**config.mk**
```make
export PLATFORM = sky130hd
export DESIGN_NAME = ktil_ram
export DESIGN_NICKNAME = d
export VERILOG_FILES = /design/src/rtl/core/ktil_ram.sv
export SDC_FILE = /design/constraint.sdc
export NUM_CORES = 2
export LEC_CHECK = 0
export BUFFER_PORTS_ARGS = -buffer_cell sky130_fd_sc_hd__buf_2
export CAP_MARGIN = 20
export CELL_PAD_IN_SITES_DETAIL_PLACEMENT = 2
export CELL_PAD_IN_SITES_GLOBAL_PLACEMENT = 2
export CORE_UTILIZATION = 33
export CTS_CLUSTER_DIAMETER = 200
export DETAILED_ROUTE_END_ITERATION = 8
export PLACE_DENSITY = 0.66
export SLEW_MARGIN = 30
export SYNTH_ARGS = -nofsm -noshare
export SYNTH_HDL_FRONTEND = slang
export SYNTH_SLANG_ARGS = --single-unit
```
**constraint.sdc**
```tcl
create_clock -name clk -period 3.4 [get_ports clk]
set_input_delay 0.17 -clock clk [delete_from_list [all_inputs] [get_ports clk]]
set_output_delay 0.17 -clock clk [all_outputs]
set_load 0.01 [all_outputs]
```
**src/rtl/core/ktil_ram.sv**
```systemverilog
module ktil_ram #(
  parameter int WIDTH = 8,
  parameter int DEPTH = 256
) (
  input  logic                     clk,
  input  logic                     we,
  input  logic [$clog2(DEPTH)-1:0] waddr,
  input  logic [WIDTH-1:0]         wdata,
  input  logic [$clog2(DEPTH)-1:0] raddr,
  output logic [WIDTH-1:0]         rdata
);
  logic [WIDTH-1:0] mem [DEPTH];

  always_ff @(posedge clk) begin
    if (we) begin
      mem[waddr] <= wdata;
    end
    rdata <= mem[raddr];
  end
endmodule

```
==> flow_metrics.env <==
export IMPL_outcome="finished clean"
export IMPL_clk_path_buf_depth=3
export IMPL_whs_ns=0.08678
export IMPL_syn_num_nets=3759
export IMPL_synth_compound_area_share_pct=3.419
export IMPL_final_setup_viol_count=0
export IMPL_cts_made_buffers=211
export IMPL_finalWorstSetupSlack_ns=0.4406
export IMPL_synth_seq_cells=2056
export IMPL_cts_tree="built"
export IMPL_die_w_um=493
export IMPL_synth_top_cell_area_share_pct=77.30
export IMPL_period_needed_ns=2.959
export IMPL_placed_cell_area_mm2=0.08571
export IMPL_setup_tns_final_ns=0
export IMPL_path_clk_slew_ns=0.07
export IMPL_tightest_slew_ns=1.093
export IMPL_final_max_slew_violation_count=0
export IMPL_stdcell_area_mm2=0.09242
export IMPL_root_buffer="clkbuf_16"
export IMPL_synth_area_top_cells="edfxtp_1, mux4_2, mux2i_1"
export IMPL_clock_skew_ns=0.04127
export IMPL_p_leak_nw=28.75
export IMPL_drive_gt1_share_pct=27.33
export IMPL_synth_ff_type="edfxtp_1"
export IMPL_seq_area_mm2=0.06166
export IMPL_synth_fa_ha_area_share_pct=0
export IMPL_antenna_found_initial=19
export IMPL_yosys_area_top_type="edfxtp_1"
export IMPL_io_buffers=33
export IMPL_post_place_cells=7068
export IMPL_grt_pass1_wl_mm=348.5
export IMPL_clk_latency_ns=0.87
export IMPL_grt_max_degree=130
export IMPL_vias=40749
export IMPL_nNetsFinal=4149
export IMPL_yosys_warnings=0
export IMPL_detail_route_first_pass_iterations=5
export IMPL_syn_area_per_cell_um2=21.31
export IMPL_relSlewSlack_pct=27.15
export IMPL_maxCapViolCount=0
export IMPL_fillCellCount=22699
export IMPL_synth_async_reset_ratio_pct=0
export IMPL_multi_input_area_mm2=0.01655
export IMPL_remaining_drc_errors=0
export IMPL_startpoint_type="flip-flop"
export IMPL_via_per_inst=5.457
export IMPL_synthXorXnorAreaFrac_pct=0
export IMPL_die_area_mm2=0.2430
export IMPL_synth_area_mm2=0.07956
export IMPL_critical_path_class="reg2reg"
export IMPL_rsz0062_at_grt="false"
export IMPL_critical_path_endpoint_type="flip-flop"
export IMPL_htree_levels=4
export IMPL_final_hold_viol_count=0
export IMPL_place_detailed_hpwl_mm=156.2
export IMPL_layoutNonFillerInstCount=7467
export IMPL_vdd_ir_drop_max_uv=374.0
export IMPL_synthSimpleGateAreaFrac_pct=2.628
export IMPL_synthMuxAreaShare_pct=14.62
export IMPL_grt_use_total_pct=20.18
export IMPL_synth_edf_count=2048
export IMPL_critical_path_max_fanout=1
export IMPL_gp_congestion=0.8177
export IMPL_wl_mm=246.2
export IMPL_ios=34
export IMPL_die_height_um=493
export IMPL_clock_fmax_mhz=337.9
export IMPL_hp_class="in2reg"
export IMPL_first_iter_violations=4506
export IMPL_fin_crit_sh_pct=87.04
export IMPL_worst_ep_arrival_time_ns=3.67
export IMPL_wl_per_cell_um=32.97
export IMPL_synth_top_family_by_area="multiplexers"
export IMPL_worstPathRequired_ns=4.11
export IMPL_ant_nets=0
export IMPL_place_ws_ns=-0.1862
export IMPL_power_density_mw_per_mm2=578.2
export IMPL_rows=179
export IMPL_clock_sinks=2056
export IMPL_syn_inst=3733
export IMPL_ys_seq_area_share_pct=77.50
export IMPL_gr_total_overflow=0
export IMPL_netlist_cell_type_count=55
export IMPL_core_mm2=0.2387
export IMPL_area_delta_synth_final_pct=16.17
export IMPL_cts_setup_buffers=0
export IMPL_grt_pass1_vias=44126
export IMPL_initial_core_util_pct=33.32
-- per-stage QoR --
| stage | util, % | power (mW) |
|---|---|---|
| floorplan | - | 29.86 |
| global placement | 35.89 | 31.27 |
| detailed placement | 35.90 | 31.37 |
| CTS | 38.68 | 53.88 |
| global route | 38.71 | 54.69 |
| finish | 38.71 | 53.44 |
-- cell usage in the layout, fill, tap and decap left out, drive strengths merged, types with 6 or more instances in the layout --
cell type,Yosys,final
a221oi,14,14
clkinv,1,93
bufinv,0,12
nand2,33,33
nor3,22,22
a211oi,16,16
edfxtp,2048,2048
dlygate4sd3,0,8
o22ai,28,28
nor2,282,282
o211ai,10,10
o221ai,47,47
nand4,10,10
nand2b,8,8
a22o,8,8
nand3,34,34
mux2i,134,134
nor4,27,27
dfxtp,8,8
clkbuf,111,266
buf,122,402
inv,1,8
a22oi,133,133
nor2b,31,31
and2,6,6
o21ai,12,12
mux4,456,456
a21oi,96,96
diode,0,8
-- path summary, 6_finish.rpt --
path                                             from               endpoint  slack (ns)  cells after the start
worst max register to register  mem[101][4]$_DFFE_PP_       rdata[4]$_DFF_P_        0.44                      7
worst min-delay path                         waddr[2]  mem[220][0]$_DFFE_PP_        0.09                      4
worst max-delay path            mem[101][4]$_DFFE_PP_       rdata[4]$_DFF_P_        0.44                      7
worst min register to register   mem[10][1]$_DFFE_PP_       rdata[1]$_DFF_P_        1.18                      5
-- cell type report --
class,instances,share of cell area (%)
clock inverter,116,1.091
timing repair buffer,410,3.953
clock buffer,266,6.015
inverter,2,0.008123
antenna,8,0.02166
tap,3167,4.288
multi-input combinational,1442,17.90
sequential,2056,66.72
-- where the power goes --
group | switching [mW] | internal (mW)
Sequential | 0.0548 | 27.9
Combinational | 1.86 | 0.980
Clock | 10.1 | 12.5
Total | 12.0 | 41.4
-- metal layers --
layer | GRT usage [%] | wire, µm | vias to the layer above
li1 | - | - | 16496
met1 | 26.96 | 101100 | 22359
met2 | 33.90 | 123100 | 1512
met3 | 2.926 | 14590 | 378
met4 | 6.458 | 7395 | 4
met5 | 0 | 28 | -
-- worst max-delay path, cell delays in order (launching register included) --
cell	delay, ns
edfxtp_1	0.38
mux4_2	0.49
nor2b_1	0.18
a211oi_1	0.39
nor3_1	0.20
nor4_1	0.81
buf_4	0.28
nor4_1	0.07
-- registers in the layout, summed over array words and instances (netlist names) --
signal  cells
mem      2048
rdata       8
-- synth_stat cells (all sizes together) (2+ instances only) --
cell / number
edfxtp: 2048
mux4: 456
nor2: 282
mux2i: 134
a22oi: 133
buf: 122
clkbuf: 111
a21oi: 96
o221ai: 47
nand3: 34
nand2: 33
nor2b: 31
o22ai: 28
nor4: 27
nor3: 22
a211oi: 16
a221oi: 14
o21ai: 12
nand4: 10
o211ai: 10
a22o: 8
dfxtp: 8
nand2b: 8
and2: 6
a2111oi: 5
o22a: 5
o32ai: 5
or2: 4
a311oi: 2
a31oi: 2
and3b: 2
nand3b: 2
-- logic make-up after synthesis --
group	count (synthesis)
AO/OA/AOI/OAI	385
buffers and inverters	235
AND/OR/NAND/NOR	466
flip-flops	2056
multiplexers	591
-- timing repair --
| action | 4_1_cts | 5_1_grt |
|---|---|---|
| endpoints found under the hold margin | 641 | 0 |
| hold buffers | 8 | 0 |
| gates resized for setup | 0 | 0 |
(Power assumes the default switching activity.)
