<file path="config.mk">
export PLATFORM = sky130hd
export DESIGN_NAME = ktil_div
export DESIGN_NICKNAME = d
export VERILOG_FILES = /design/src/rtl/core/ktil_pkg.sv /design/src/rtl/core/ktil_div.sv
export SDC_FILE = /design/constraint.sdc
export NUM_CORES = 1
export LEC_CHECK = 0
export BUFFER_PORTS_ARGS = -buffer_cell sky130_fd_sc_hd__buf_2
export CORE_ASPECT_RATIO = 1.75
export CORE_MARGIN = 4
export CORE_UTILIZATION = 45
export CTS_BUF_LIST = sky130_fd_sc_hd__clkbuf_8 sky130_fd_sc_hd__clkbuf_16
export DETAILED_ROUTE_END_ITERATION = 8
export PLACE_DENSITY = 0.71
export RECOVER_POWER = 25
export SYNTH_ARGS = -nofsm -noshare
export SYNTH_HDL_FRONTEND = slang
export SYNTH_SLANG_ARGS = --single-unit
</file>
<file path="constraint.sdc">
create_clock -name clk -period 3.4 [get_ports clk]
set_input_delay 0.34 -clock clk [delete_from_list [all_inputs] [get_ports clk]]
set_output_delay 0.34 -clock clk [all_outputs]
set_load 0.05 [all_outputs]
</file>
<file path="src/rtl/core/ktil_pkg.sv">
package ktil_pkg;
  localparam int MAX_ROWS_DEF = 256;
  localparam logic [16:0] PROB_ONE = 17'd65536;

  typedef enum logic [1:0] {
    MODE_LOAD   = 2'd0,
    MODE_LOOKUP = 2'd1,
    MODE_CLEAR  = 2'd2,
    MODE_NONE   = 2'd3
  } mode_t;

  typedef enum logic [3:0] {
    ST_SINGLE  = 4'd0,
    ST_CLAMP_L = 4'd1,
    ST_CLAMP_H = 4'd2,
    ST_INTERP  = 4'd3,
    ST_NOMATCH = 4'd4,
    ST_EMPTY   = 4'd5,
    ST_LOADED  = 4'd6,
    ST_BADPROB = 4'd7,
    ST_FULL    = 4'd8,
    ST_CLEARED = 4'd9
  } status_t;

  typedef enum logic [3:0] {
    S_IDLE, S_SCAN1, S_SCAN2, S_FETCH, S_CAPT, S_DIV, S_SUM, S_NORM, S_OUT
  } fsm_t;

  typedef struct packed {
    logic [1:0]  mode;
    logic [3:0]  material_code;
    logic [14:0] miller_indices;
    logic [23:0] energy;
    logic signed [31:0] angle_offset;
    logic [30:0] bragg_angle;
    logic [15:0] mosaic_width;
    logic [15:0] crystal_thickness;
    logic [16:0] prob_diffract;
    logic [16:0] prob_absorb;
    logic [16:0] prob_transmit;
  } in_item_t;

  typedef struct packed {
    logic [3:0]  status;
    logic [23:0] chosen_energy;
    logic signed [31:0] result_offset;
    logic [30:0] result_bragg;
    logic [15:0] result_mosaic;
    logic [15:0] result_thickness;
    logic [16:0] out_diffract;
    logic [16:0] out_absorb;
    logic [16:0] out_transmit;
  } out_item_t;

  typedef struct packed {
    logic start;
    logic busy;
  } div_ctl_t;
endpackage

</file>
<file path="src/rtl/core/ktil_div.sv">
// unsigned restoring divider, one quotient bit per cycle
module ktil_div import ktil_pkg::*; (
  input  logic        clk,
  input  logic        rst_n,
  input  div_ctl_t    ctl_i,
  input  logic [63:0] num_i,
  input  logic [32:0] den_i,
  output logic        busy_o,
  output logic [63:0] quo_o
);
  logic [63:0] quo_r, quo_nxt;
  logic [33:0] rem_r, rem_nxt;
  logic [32:0] den_r, den_nxt;
  logic [6:0]  cnt_r, cnt_nxt;
  logic [34:0] trial;

  always_comb begin
    quo_nxt = quo_r;
    rem_nxt = rem_r;
    den_nxt = den_r;
    cnt_nxt = cnt_r;
    trial   = {rem_r, quo_r[63]} - {2'b00, den_r};
    if (ctl_i.start) begin
      quo_nxt = num_i;
      rem_nxt = '0;
      den_nxt = den_i;
      cnt_nxt = 7'd64;
    end else if (cnt_r != 7'd0) begin
      if (!trial[34]) begin
        rem_nxt = trial[33:0];
        quo_nxt = {quo_r[62:0], 1'b1};
      end else begin
        rem_nxt = {rem_r[32:0], quo_r[63]};
        quo_nxt = {quo_r[62:0], 1'b0};
      end
      cnt_nxt = cnt_r - 7'd1;
    end
  end

  always_ff @(posedge clk) begin
    if (!rst_n) begin
      cnt_r <= '0;
    end else begin
      cnt_r <= cnt_nxt;
    end
    quo_r <= quo_nxt;
    rem_r <= rem_nxt;
    den_r <= den_nxt;
  end

  assign busy_o = (cnt_r != 7'd0) || ctl_i.start;
  assign quo_o  = quo_r;
endmodule

</file>
==> run metrics, run 1 <==
GRT overflow 0; number of synthesis warnings 0; buffers from clock root to sink, at most 2; gate count of the mapped netlist 710; clock-pin slew on the worst setup and hold paths ~0.06 ns; number of buffers created by CTS 17; total track usage 20.0%; area growth from synthesis to layout 22.0%; number of pins exceeding their max-slew limit in the final report 76; RSZ-0062 raised after global routing no; ys flop type edfxtp_1; most common library cell in the layout ignoring fill and taps buf_2; ANT cells 0; Cell Chain, Critical Path inv_1, ha_1, fa_1, nor2b_1, o21ba_2, o2111ai_1, o2bb2ai_1, nand2_1, a31oi_4, xnor2_2, buf_4, o21ai_0, a311oi_2; synthesized flop and latch total 138; dpl ws about 0.26 ns; Critical-path top delay cell fa_1; Worst Max-Slew Pin Slew between 1.5 and 2 ns; Initial DRC Count 260; H-tree lvl count 4; number of I/O port buffers 164; critical path launch point type flop; Comb pwr share 50.0%; Horiz. Die Dim 107 microns; share of layout cells above drive strength 1 34.2%; via count of the first global-routing pass 6285; classification of the worst setup path reg2reg; TritonCTS clock tree done; vias after detailed routing roughly 6000; sum of internal, switching and leakage power 9.60 mW; sequential area share after synthesis 48.4%; maximum fanout along the worst path 19; number of instances resized during post-cts repair 0; via/cell ratio 5.41; total power per unit cell area around 1000 nW/um^2; count of endpoints failing setup in the final report 0; commonest non-fill, non-tap cells in the layout 157 x buf_2, 97 x edfxtp_1, 63 x mux2_2; Total Negative Setup Slacks 0 ns; initial standard-cell utilization of the core 45.7%; WL final 18.8 mm; number of antenna violations at the first check in global routing 0; number of distinct library cells after synthesis 64; number of failing hold endpoints at the final stage 0; leakage power total between 4 and 5 nW; net switching fraction of the power about 44%; area of the core region between 15000 and 20000 sq um; power spent charging and discharging nets 4.24 mW; maximum vdd drop 596 uV; TritonRoute pass-1 iters 5; global-route wire length before repair 30.6 mm; detailed-route wire length per cell 16.9 microns; required time at the worst-slack endpoint 3.72 ns; clock network fraction of total power between 20% and 30%; drc violations 0; share of power burned in registers 28.6%; maximum number of pins on one net before global-route repair 76; slowest cell delay on critical path around 0.41 ns; clock latency on the worst-skew pair 0.43 ns; Post-DP HPWL 13.9 mm; Post-Syn Area a little under 8000 sq um; site row count 63; cell count after placement 1081; Die H 181 microns; part of the cycle the worst path needs 93.7%; I/O pin total 166; mean area per synthesized cell 10.9 sq um; max capacitance violation total 1; Post-CTS Hold Buffers 0; data arrival time of the critical path 3.51 ns; upper clock frequency limit about 310 MHz; setup slack of the critical path after layout ~0.21 ns; Min-Delay Path Class in2reg; Net Count, Synth 846; library cell used as clock root buffer clkbuf_16; Max transition margin -21.3%; global placer's final weighted congestion between 0.9 and 1; total internal power 5.36 mW; async set-reset flop share out of synthesis 0%; endpoint class of the critical path flop; Total Nets Final slightly above 1000; CTS sink cnt 138; final critical-path required period 3.19 ns; buffer count from post-CTS setup fixing 0; Post-synth EDFFs 97; total die area 19400 sq um; status finished with violations; failing checks max-capacitance violations, max-slew violations; Non-Filler Instances 1113; Clock Skew between 0.008 and 0.009 ns; Final ANT Viol Nets 0
[state kept, by name, summed over array words and instances (netlist names)]
| signal | flops |
|---|---|
| den_r | 33 |
| rem_r | 34 |
| cnt_r | 7 |
| quo_o | 64 |
[cell usage after synthesis (all sizes together), types with 5 or more instances]
master / instances / area share [%]
edfxtp: 97 / 38
mux2: 63 / 9.2
nand2: 61 / 3.3
nor2: 58 / 2.8
inv: 46 / 2.2
dfxtp: 41 / 11
nand3: 36 / 2.3
a21oi: 34 / 2.4
ha: 34 / 5.5
clkbuf: 22 / 1.1
o21ai: 22 / 1.4
xnor2: 18 / 2.1
a21o: 14 / 1.4
and3: 12 / 0.97
a211oi: 11 / 1.3
a311oi: 11 / 2.1
buf: 10 / 0.76
xor2: 10 / 1.4
o21bai: 9 / 0.88
nor2b: 8 / 0.65
nor3: 7 / 0.45
mux2i: 6 / 0.78
nand2b: 6 / 0.49
nand4: 6 / 0.49
o21a: 6 / 0.58
a31oi: 5 / 0.60
[final cells by class]
| cell class | count | area (sq um) |
|---|---|---|
| timing repair buffer | 176 | 910 |
| tap | 227 | 284 |
| fill | 1554 | 7460 |
| clock buffer | 17 | 425 |
| inverter | 46 | 173 |
| sequential | 138 | 3730 |
| multi-input combinational | 494 | 3660 |
| clock inverter | 15 | 220 |
[worst paths after layout]
| kind | from | to | slack (ns) | cells after the start |
|---|---|---|---|---|
| worst max-delay path | quo_o[63] | rem_r[10] | 0.21 | 13 |
| worst min-delay path | den_i[20] | den_r[20] | 0.09 | 1 |
| worst max register to register | quo_o[63] | rem_r[10] | 0.21 | 13 |
| worst min register to register | cnt_r[3] | cnt_r[3] | 0.47 | 2 |
[power groups by stage]
stage	sequential, mW	clock, mW	combinational (mW)
after CTS	2.75	2.09	4.82
after global routing	2.82	2.17	5.21
after detailed placement	2.76	0	4.81
after floorplan	3.65	0	2.80
final	2.75	2.06	4.80
after global placement	2.76	0	4.75
[kinds of logic (layout without fill, tap and decap cells)]
logic type      after synthesis  after routing  share of synthesized area, %
mux                          69             69                          9.98
xor+xnor                     28             28                          3.52
simple gates                209            209                          12.8
flops                       138            138                          48.4
fa+ha+maj                    35             35                          5.78
compound gates              153            153                          15.4
buf+inv                      78            254                          4.07
[stage by stage]
stage	hold slack, ns	area, sq um	util [%]
after floorplan	0.439	7710	-
after global placement	0.458	8780	52.0
after detailed placement	0.464	8780	52.0
after CTS	0.0733	9420	55.9
after global routing	0.0720	9410	55.8
final	0.0852	9410	55.8
[routing by layer]
layer,wire (microns),track usage (%),vias to the layer above
li1,-,-,2944
met1,7130,21.2,2846
met2,9840,35.3,191
met3,1250,6.22,41
met4,589,9.52,0
met5,0,0,-
[critical path: cells and delay by family (launching register included)]
family	cells	cell delay, ns
AOI/OAI and AO/OA	6	1.25
xor gates and xnor gates	1	0.17
adders and majority gates	2	0.62
buffers and inverters	2	0.31
DFF	1	0.37
and+or+nand+nor	2	0.35
Power figures use the tool's default switching activity.
==> inputs of run 2 (changes only) <==
- CAP_MARGIN: not set -> 20
- CORE_ASPECT_RATIO: 1.75 -> 0.75
- TNS_END_PERCENT: not set -> 20
==> run 2 against run 1 <==
The flow still finishes with violations (max-capacitance violations, max-slew violations). Critical path depth fell by 2. First-iteration DRC count rose by 91%. Cell count fell by 1.2%. Power fell by 2.3%.
==> run metrics, run 2 (synthesis results as in run 1) <==
status finished with violations (unchanged); failing checks max-capacitance violations, max-slew violations (unchanged); global placer's final weighted congestion 0.903 (was 0.952); Non-Filler Instances 1100 (was 1113); TritonRoute pass-1 iters 4 (was 5); area growth from synthesis to layout 21.0% (was 22.0%); Worst Max-Slew Pin Slew 1.82 ns (about the same); FF-to-FF setup slack 0.22 ns (was 0.21 ns); total track usage 19.4% (was 20.0%); Initial DRC Count 497 (was 260); clock latency on the worst-skew pair 0.43 ns (about the same); Total Negative Setup Slacks 0 ns (unchanged); TritonCTS clock tree done (unchanged); detailed-route wire length per cell 17.1 microns (was 16.9 microns); required time at the worst-slack endpoint 3.76 ns (was 3.72 ns); site row count 41 (was 63); launching element of the worst setup path den_r[7] (was quo_o[63]); dpl ws 0.269 ns (was 0.259 ns); I/O pin total 166 (unchanged); maximum vdd drop 508 uV (was 596 uV); Post-DP HPWL 13.6 mm (was 13.9 mm); setup slack of the critical path after layout 0.221 ns (was 0.213 ns); via/cell ratio 5.47 (was 5.41); CTS sink cnt 138 (unchanged); number of buffers created by CTS 17 (unchanged); Die H 121 microns (was 181 microns); number of failing hold endpoints at the final stage 0 (unchanged); number of I/O port buffers 164 (unchanged); end point of the critical path rem_r[33] (was rem_r[10]); Clock Skew 0.00961 ns (was 0.00842 ns); upper clock frequency limit 315 MHz (was 314 MHz); total power per unit cell area 1010 nW/um^2 (was 1020 nW/um^2); count of cells along the worst register-to-register path 11 (was 13); Final Core Density 55.4% (was 55.8%); Final ANT Viol Nets 0 (unchanged); final design instance area without fill 9330 sq um (was 9410 sq um); leakage power total 4.06 nW (was 4.10 nW); number of antenna violations at the first check in global routing 0 (unchanged); H-tree lvl count 4 (unchanged); commonest non-fill, non-tap cells in the layout 163 x buf_2, 97 x edfxtp_1, 63 x mux2_2 (was 157 x buf_2, 97 x edfxtp_1, 63 x mux2_2); maximum number of pins on one net before global-route repair 95 (was 76); total die area 19300 sq um (was 19400 sq um); sum of internal, switching and leakage power 9.38 mW (was 9.60 mW); worst-case hold slack 0.0865 ns (was 0.0852 ns); Total Nets Final 1008 (was 1009); GRT overflow 0 (unchanged); WL final 18.8 mm (about the same); share of layout cells above drive strength 1 34.9% (was 34.2%); Horiz. Die Dim 159 microns (was 107 microns); classification of the worst setup path reg2reg (unchanged); RSZ-0062 raised after global routing no (unchanged); number of instances resized during post-cts repair 0 (unchanged); maximum fanout along the worst path 7 (was 19); Post-CTS Hold Buffers 0 (unchanged); endpoint class of the critical path flop (unchanged); clock-pin slew on the worst setup and hold paths 0.06 ns (about the same); critical path launch point type flop (unchanged); count of endpoints failing setup in the final report 0 (unchanged); part of the cycle the worst path needs 93.5% (was 93.7%); area of the core region 16800 sq um (was 16900 sq um); Filler Cell Count 1472 (was 1554); placed cell area 8780 sq um (about the same); number of pins exceeding their max-slew limit in the final report 30 (was 76); vias after detailed routing 6012 (was 6022); FF-to-FF End rem_r[33] (was rem_r[10]); most common library cell in the layout ignoring fill and taps buf_2 (unchanged); initial standard-cell utilization of the core 45.8% (was 45.7%); drc violations 0 (unchanged); global-route wire length before repair 29.8 mm (was 30.6 mm); cell count after placement 1068 (was 1081); final critical-path required period 3.18 ns (was 3.19 ns); Max transition margin -21.2% (was -21.3%); buffers from clock root to sink, at most 2 (unchanged); ANT cells 0 (unchanged); max capacitance violation total 1 (unchanged); library cell used as clock root buffer clkbuf_16 (unchanged); buffer count from post-CTS setup fixing 0 (unchanged); launch instance of the worst register-to-register path den_r[7] (was quo_o[63]); data arrival time of the critical path 3.54 ns (was 3.51 ns); Largest register FFs 64 (unchanged); via count of the first global-routing pass 5638 (was 6285); Min-Delay Path Class in2reg (unchanged)
## run 2: cell types whose count changed in the layout (fill, tap and decap cells not counted)
cell | previous run | this run
clkinv_2 | 2 | 0
buf_2 | 157 | 163
clkinvlp_4 | 0 | 3
inv_6 | 4 | 8
buf_4 | 9 | 8
clkinv_4 | 2 | 1
clkbuf_1 | 7 | 1
clkbuf_2 | 2 | 0
bufinv_16 | 5 | 0
buf_12 | 1 | 3
inv_8 | 0 | 2
inv_1 | 46 | 45
## run 2: routing by layer
layer	vias up	track usage, %	part of all wire, %
met5	-	0	0
met4	0	6.02	1.4
met3	20	4.86	5.7
met2	171	28.6	45
met1	2870	28.2	48
li1	2951	-	-
## run 2: layout make-up
| class | count | area, sq um | area share (%) |
|---|---|---|---|
| tap | 215 | 269 | 2.88 |
| sequential | 138 | 3730 | 40.0 |
| inverter | 46 | 173 | 1.85 |
| clock buffer | 17 | 425 | 4.56 |
| multi-input combinational | 494 | 3660 | 39.2 |
| timing repair buffer | 175 | 940 | 10.1 |
| clock inverter | 15 | 128 | 1.37 |
## run 2: worst max-delay path, cell delays in order, from the launching register on
cell       delay, ns
edfxtp_1        0.37
inv_1           0.08
ha_1            0.31
a21oi_2         0.28
nand2_1         0.08
a2bb2oi_1       0.16
a31o_2          0.30
a41oi_1         0.39
o221ai_1        0.33
a31o_2          0.35
a2111o_1        0.40
nand3_1         0.08
## run 2: worst min-delay path by stage
stage	from	end	slack [ns]	depth (start not counted)
after floorplan	den_i[0]	den_r[0]	0.44	0
after global placement	cnt_r[3]	cnt_r[3]	0.47	2
after detailed placement	cnt_r[3]	cnt_r[3]	0.46	2
after CTS	den_i[5]	den_r[5]	0.07	1
after global routing	den_i[2]	den_r[2]	0.07	1
final	den_i[12]	den_r[12]	0.09	1
## run 2: where the power goes
group          total [mW]  internal [mW]  switching (mW)
sequential           2.74           2.41           0.332
clock                1.76          0.958           0.799
combinational        4.87           1.68            3.19
